==> src/sv/assert_macros.svh <==
// Assertion helpers used by the tag directory RTL
`ifndef ASSERT_MACROS_SVH
`define ASSERT_MACROS_SVH

// Check a property on every rising edge outside reset
`define ASSERT_CLKD(label, clk, rst, prop, msg) \
   label: assert property (@(posedge clk) disable iff (rst) prop) else $error(msg);

// Check a property on every rising edge, reset included
`define ASSERT_ALWAYS(label, clk, prop, msg) \
   label: assert property (@(posedge clk) prop) else $error(msg);

`endif

==> src/sv/satd_pkg.sv <==
package satd_pkg;

   // operation codes
   localparam logic [1:0] OP_LOOKUP = 2'd0;
   localparam logic [1:0] OP_FILL   = 2'd1;
   localparam logic [1:0] OP_EVICT  = 2'd2;

   // register indexes
   localparam logic CSR_LINES_LOG2 = 1'b0;
   localparam logic CSR_WAYS       = 1'b1;

   localparam logic [3:0] LINES_LOG2_RESET = 4'd8;
   localparam logic [3:0] WAYS_RESET       = 4'd4;

   typedef struct packed {
      logic [1:0]  operation;
      logic [31:0] address;
   } req_type;

   typedef struct packed {
      logic        hit;
      logic        set_full;
      logic        fill_rejected;
      logic [7:0]  set_number;
      logic [25:0] tag_value;
      logic [31:0] line_address;
   } rsp_type;

   typedef enum logic [2:0] {
      ST_CLEAR,
      ST_IDLE,
      ST_SETUP,
      ST_SCAN,
      ST_DONE
   } state_type;

endpackage

==> src/sv/satd_decode.sv <==
module satd_decode #(
   parameter int ADDR_BITS  = 32,
   parameter int LINE_BYTES = 64,
   parameter int MAX_LINES  = 256,
   parameter int MAX_WAYS   = 8,
   localparam int LSB = $clog2(LINE_BYTES + 1) - 1,
   localparam int AW  = (ADDR_BITS < 32) ? ADDR_BITS : 32,
   localparam int TW  = AW - LSB,
   localparam int LW  = $clog2(MAX_LINES + 1),
   localparam int WW  = $clog2(MAX_WAYS + 1),
   localparam int SW  = (LW > 1) ? LW - 1 : 1
) (
   input  logic [3:0]    lines_log2,
   input  logic [3:0]    ways,
   input  logic [31:0]   address,
   output logic [SW-1:0] set_idx,
   output logic [TW-1:0] tag,
   output logic [31:0]   line_addr,
   output logic [WW-1:0] nways
);
   import satd_pkg::*;

   localparam int CW  = LW + 4;
   localparam int FW  = WW + LW;
   localparam int IBW = $clog2(LW + 1);
   localparam logic [31:0] AMASK = (AW >= 32) ? 32'hFFFF_FFFF : ((32'd1 << AW) - 32'd1);
   localparam logic [31:0] OMASK = (32'd1 << LSB) - 32'd1;

   logic [LW-1:0]  lines;
   logic [LW-1:0]  pow;
   logic [CW-1:0]  cw;
   logic [IBW-1:0] ib;
   logic [31:0]    addr_m;
   logic [31:0]    set32;
   logic [31:0]    tag32;

   // lines in use, saturated at the directory size
   always_comb begin
      pow = LW'(1) << lines_log2;
      if ({28'd0, lines_log2} >= 32'(LW)) begin
         lines = LW'(MAX_LINES);
      end else if (pow > LW'(MAX_LINES)) begin
         lines = LW'(MAX_LINES);
      end else begin
         lines = pow;
      end
   end

   // associativity clamped to 1..MAX_WAYS and to the lines in use
   always_comb begin
      cw = CW'(ways);
      if (cw == '0) begin
         cw = CW'(1);
      end
      if (cw > CW'(MAX_WAYS)) begin
         cw = CW'(MAX_WAYS);
      end
      if (cw > CW'(lines)) begin
         cw = CW'(lines);
      end
   end

   assign nways = cw[WW-1:0];

   // index bits: largest k with ways shifted by k still within lines
   always_comb begin
      ib = '0;
      for (int k = 0; k < LW; k++) begin
         if ((FW'(nways) << k) <= FW'(lines)) begin
            ib = IBW'(k);
         end
      end
   end

   assign addr_m    = address & AMASK;
   assign line_addr = addr_m & ~OMASK;
   assign set32     = (addr_m >> LSB) & ((32'd1 << ib) - 32'd1);
   assign set_idx   = set32[SW-1:0];
   assign tag32     = addr_m >> (LSB + 32'(ib));
   assign tag       = tag32[TW-1:0];

endmodule

==> config.mk <==
export PLATFORM = sky130hd
export DESIGN_NAME = satd_decode
export DESIGN_NICKNAME = d
export VERILOG_FILES = /design/src/sv/assert_macros.svh /design/src/sv/satd_pkg.sv /design/src/sv/satd_decode.sv
export SDC_FILE = /design/constraint.sdc
export NUM_CORES = 1
export LEC_CHECK = 0
export ABC_AREA = 1
export ABC_CLOCK_PERIOD_IN_PS = 10290
export BUFFER_PORTS_ARGS = -buffer_cell sky130_fd_sc_hd__buf_2
export CORE_UTILIZATION = 55
export DETAILED_ROUTE_END_ITERATION = 7
export PLACE_DENSITY = 0.9
export SETUP_SLACK_MARGIN = 0.1
export SYNTH_ARGS = -nofsm -noshare
export SYNTH_HDL_FRONTEND = slang
export SYNTH_SLANG_ARGS = --single-unit
==> constraint.sdc <==
create_clock -name vclk -period 10.29
set_input_delay 2.058 -clock vclk [all_inputs]
set_output_delay 2.058 -clock vclk [all_outputs]
set_load 0.02 [all_outputs]
==> impl_metrics.py <==
metrics = {
    "cells_and_area": {
        "seq_cell_count": 0,
        "regArea_sq_um": 0,
        "area_delta_synth_final_pct": 9.16,
        "n_clock_buffer": 0,
        "stdcell_count": 599,
        "drive_gt1_frac": 0.219,
        "nNetsFinal": 620,
        "nFillCells": 449,
        "diodes": 0,
        "multi_input_area_sq_mm": 0.00209,
    },
    "drt": {
        "via_per_inst": 5.73,
        "routedWlPerCell_um": 12.2,
        "drc": 11,
        "wirelength_um": 7340,
        "vias": 3430,
        "firstDrtPassIters": 8,
        "drtIter0Drc": 436,
        "antenna_left": 0,
    },
    "critical_path": {
        "crit_fanout": 15,
        "critPathKind": "input port to output pin",
        "start_kind": "input port",
        "startpoint": "lines_log2[1]",
        "endpoint_kind": "output pin",
        "worstPathArrival_ns": 6.99,
        "required_ns": 8.23,
    },
    "yosys": {
        "syn_area_per_cell_sq_um": 5.34,
        "yosysTopAreaCell": "nand3_1",
        "yosysMostFrequentCell": "nand2_1",
        "yosysTopAreaCellShare": 0.221,
        "synthTopCellsByArea": "nand3_1, nand2_1, ha_1, buf_4, inv_1",
        "synth.distinct_cells": 31,
        "synth.cell_area_sq_mm": 0.00262,
        "synth_cells": 491,
        "yosysWarnings": 0,
        "ys_seq_area_frac": 0,
        "ys_top_cells_by_count": "nand2_1, nand3_1, inv_1",
    },
    "sta": {
        "drv_slew": 0,
        "maxSlewHeadroom": 0.421,
        "hold_violations": 0,
        "max_slew.worst_pin.slew_ns": 0.865,
        "tns_ns": 0,
        "finalCritPeriodShare": 0.879,
        "fin_ws_ns": 1.25,
        "final.min_clock_period_ns": 9.04,
        "fmax_ghz": 0.111,
        "rsz0062_at_grt": "no",
        "setup_viol": 0,
    },
    "placement": {
        "dpl.hpwl_um": 5840,
        "globalplace.congestion": 0.919,
        "pre_cts_ws_ns": 1.31,
        "port_buffers": 98,
        "dp_cells": 599,
    },
    "cts": {
        "post_cts_resized": 0,
        "post_cts_buffers": 0,
        "ctsHoldBuffers": 0,
    },
    "floorplanning": {
        "rows": 24,
        "die_w_um": 71.1,
        "coreArea_sq_mm": 0.00447,
        "io-pin-count": 110,
        "dieHeight_um": 71.1,
        "die-area_sq_mm": 0.00505,
        "start_util": 0.586,
    },
    "power_and_ir_drop": {
        "peakVddDrop_mv": 0.0554,
        "p_int_mw": 0.116,
        "leakagePower_nw": 1.77,
        "switching_share": 0.687,
        "sequentialPowerShare": 0,
        "power_density_mw_per_mm2": 129,
        "p_comb_frac": 1.000,
        "clkPwrFrac": 0,
        "netSwitchingPower_mw": 0.254,
    },
    "status": {
        "status": "complete, but fails checks",
        "violations": "design-rule violations",
    },
    "grt": {
        "antenna_found_initial": 0,
        "grt_pass1_wl_um": 12500,
        "grt_pass1_vias": 3024,
        "grt_max_degree": 30,
        "grt_overflow": 0,
        "grt_use_total": 0.289,
    },
    "hold_path": {
        "hp-start": "address[20]",
        "hp-class": "input port to output pin",
    },
    "flow_run": {
        "maxCapViolations": 0,
    },
}
-- final timing paths --
| kind | endpoint | depth (start not counted) |
|---|---|---|
| worst max-delay path | set_idx[4] | 25 |
| worst min-delay path | line_addr[20] | 2 |
-- placed cells by master, fill, tap and decap left out, drive strengths merged --
cell type | synthesis | layout
inv | 50 | 50
buf | 50 | 102
conb | 1 | 6
a21o | 1 | 1
nor3 | 3 | 3
a21oi | 18 | 18
a31oi | 1 | 1
nand3 | 116 | 116
nand3b | 2 | 2
ha | 31 | 31
nor2 | 34 | 34
xor2 | 1 | 1
nand2 | 155 | 155
o21ai | 17 | 17
nand4 | 5 | 5
and3 | 1 | 1
and2 | 2 | 2
o2111ai | 1 | 1
o211ai | 1 | 1
-- power groups by stage --
stage          clock network [mW]  registers, mW  logic [mW]
6_report                        0              0       0.370
5_1_grt                         0              0       0.409
4_1_cts                         0              0       0.364
3_5_place_dp                    0              0       0.363
3_3_place_gp                    0              0       0.356
2_1_floorplan                   0              0       0.287
-- cell families after synthesis --
group,synth area share
compound gates,0.0939
xor+xnor,0.00334
fa+ha+maj,0.148
buf+inv,0.210
other cells,0.00143
simple gates,0.543
-- per-stage QoR --
stage | util | power, mW | hold WS [ns] | cell area, sq um
finish | 0.640 | 0.370 | 4.35 | 2860
global route | 0.640 | 0.409 | 4.36 | 2860
floorplan | - | 0.287 | 4.23 | 2640
global placement | 0.640 | 0.356 | 4.35 | 2860
detailed placement | 0.640 | 0.363 | 4.35 | 2860
CTS | 0.640 | 0.364 | 4.35 | 2860
-- area by class of cell --
class | count | area share
inverters | 50 | 0.0655
multi-input cells | 395 | 0.730
well taps | 52 | 0.0227
repair buffers | 102 | 0.182
-- metal layers --
metal  global-route usage  vias up  wire [um]
li1                     -     1698          -
met2                0.514      223       3420
met1                0.382     1490       3110
met4               0.0844        0        128
met3              0.00570       19        676
met5                    0        -          0
-- worst max-delay path: stages --
cell	delay (ns)
buf_2	0.15
nand2_1	0.11
nor3_1	0.35
inv_1	0.20
ha_1	0.33
nand2_1	0.07
inv_1	0.06
a31oi_4	0.15
nand2_2	0.14
o21ai_0	0.55
buf_4	0.26
ha_1	0.23
nand2_1	0.06
nand2_1	0.04
inv_1	0.10
nor2_1	0.06
nand3_1	0.49
nand3_1	0.28
nor2_4	0.38
nand2_1	0.17
ha_1	0.24
nand2_1	0.12
o21ai_1	0.09
a21oi_1	0.12
buf_2	0.18
(Power assumes the default switching activity.)
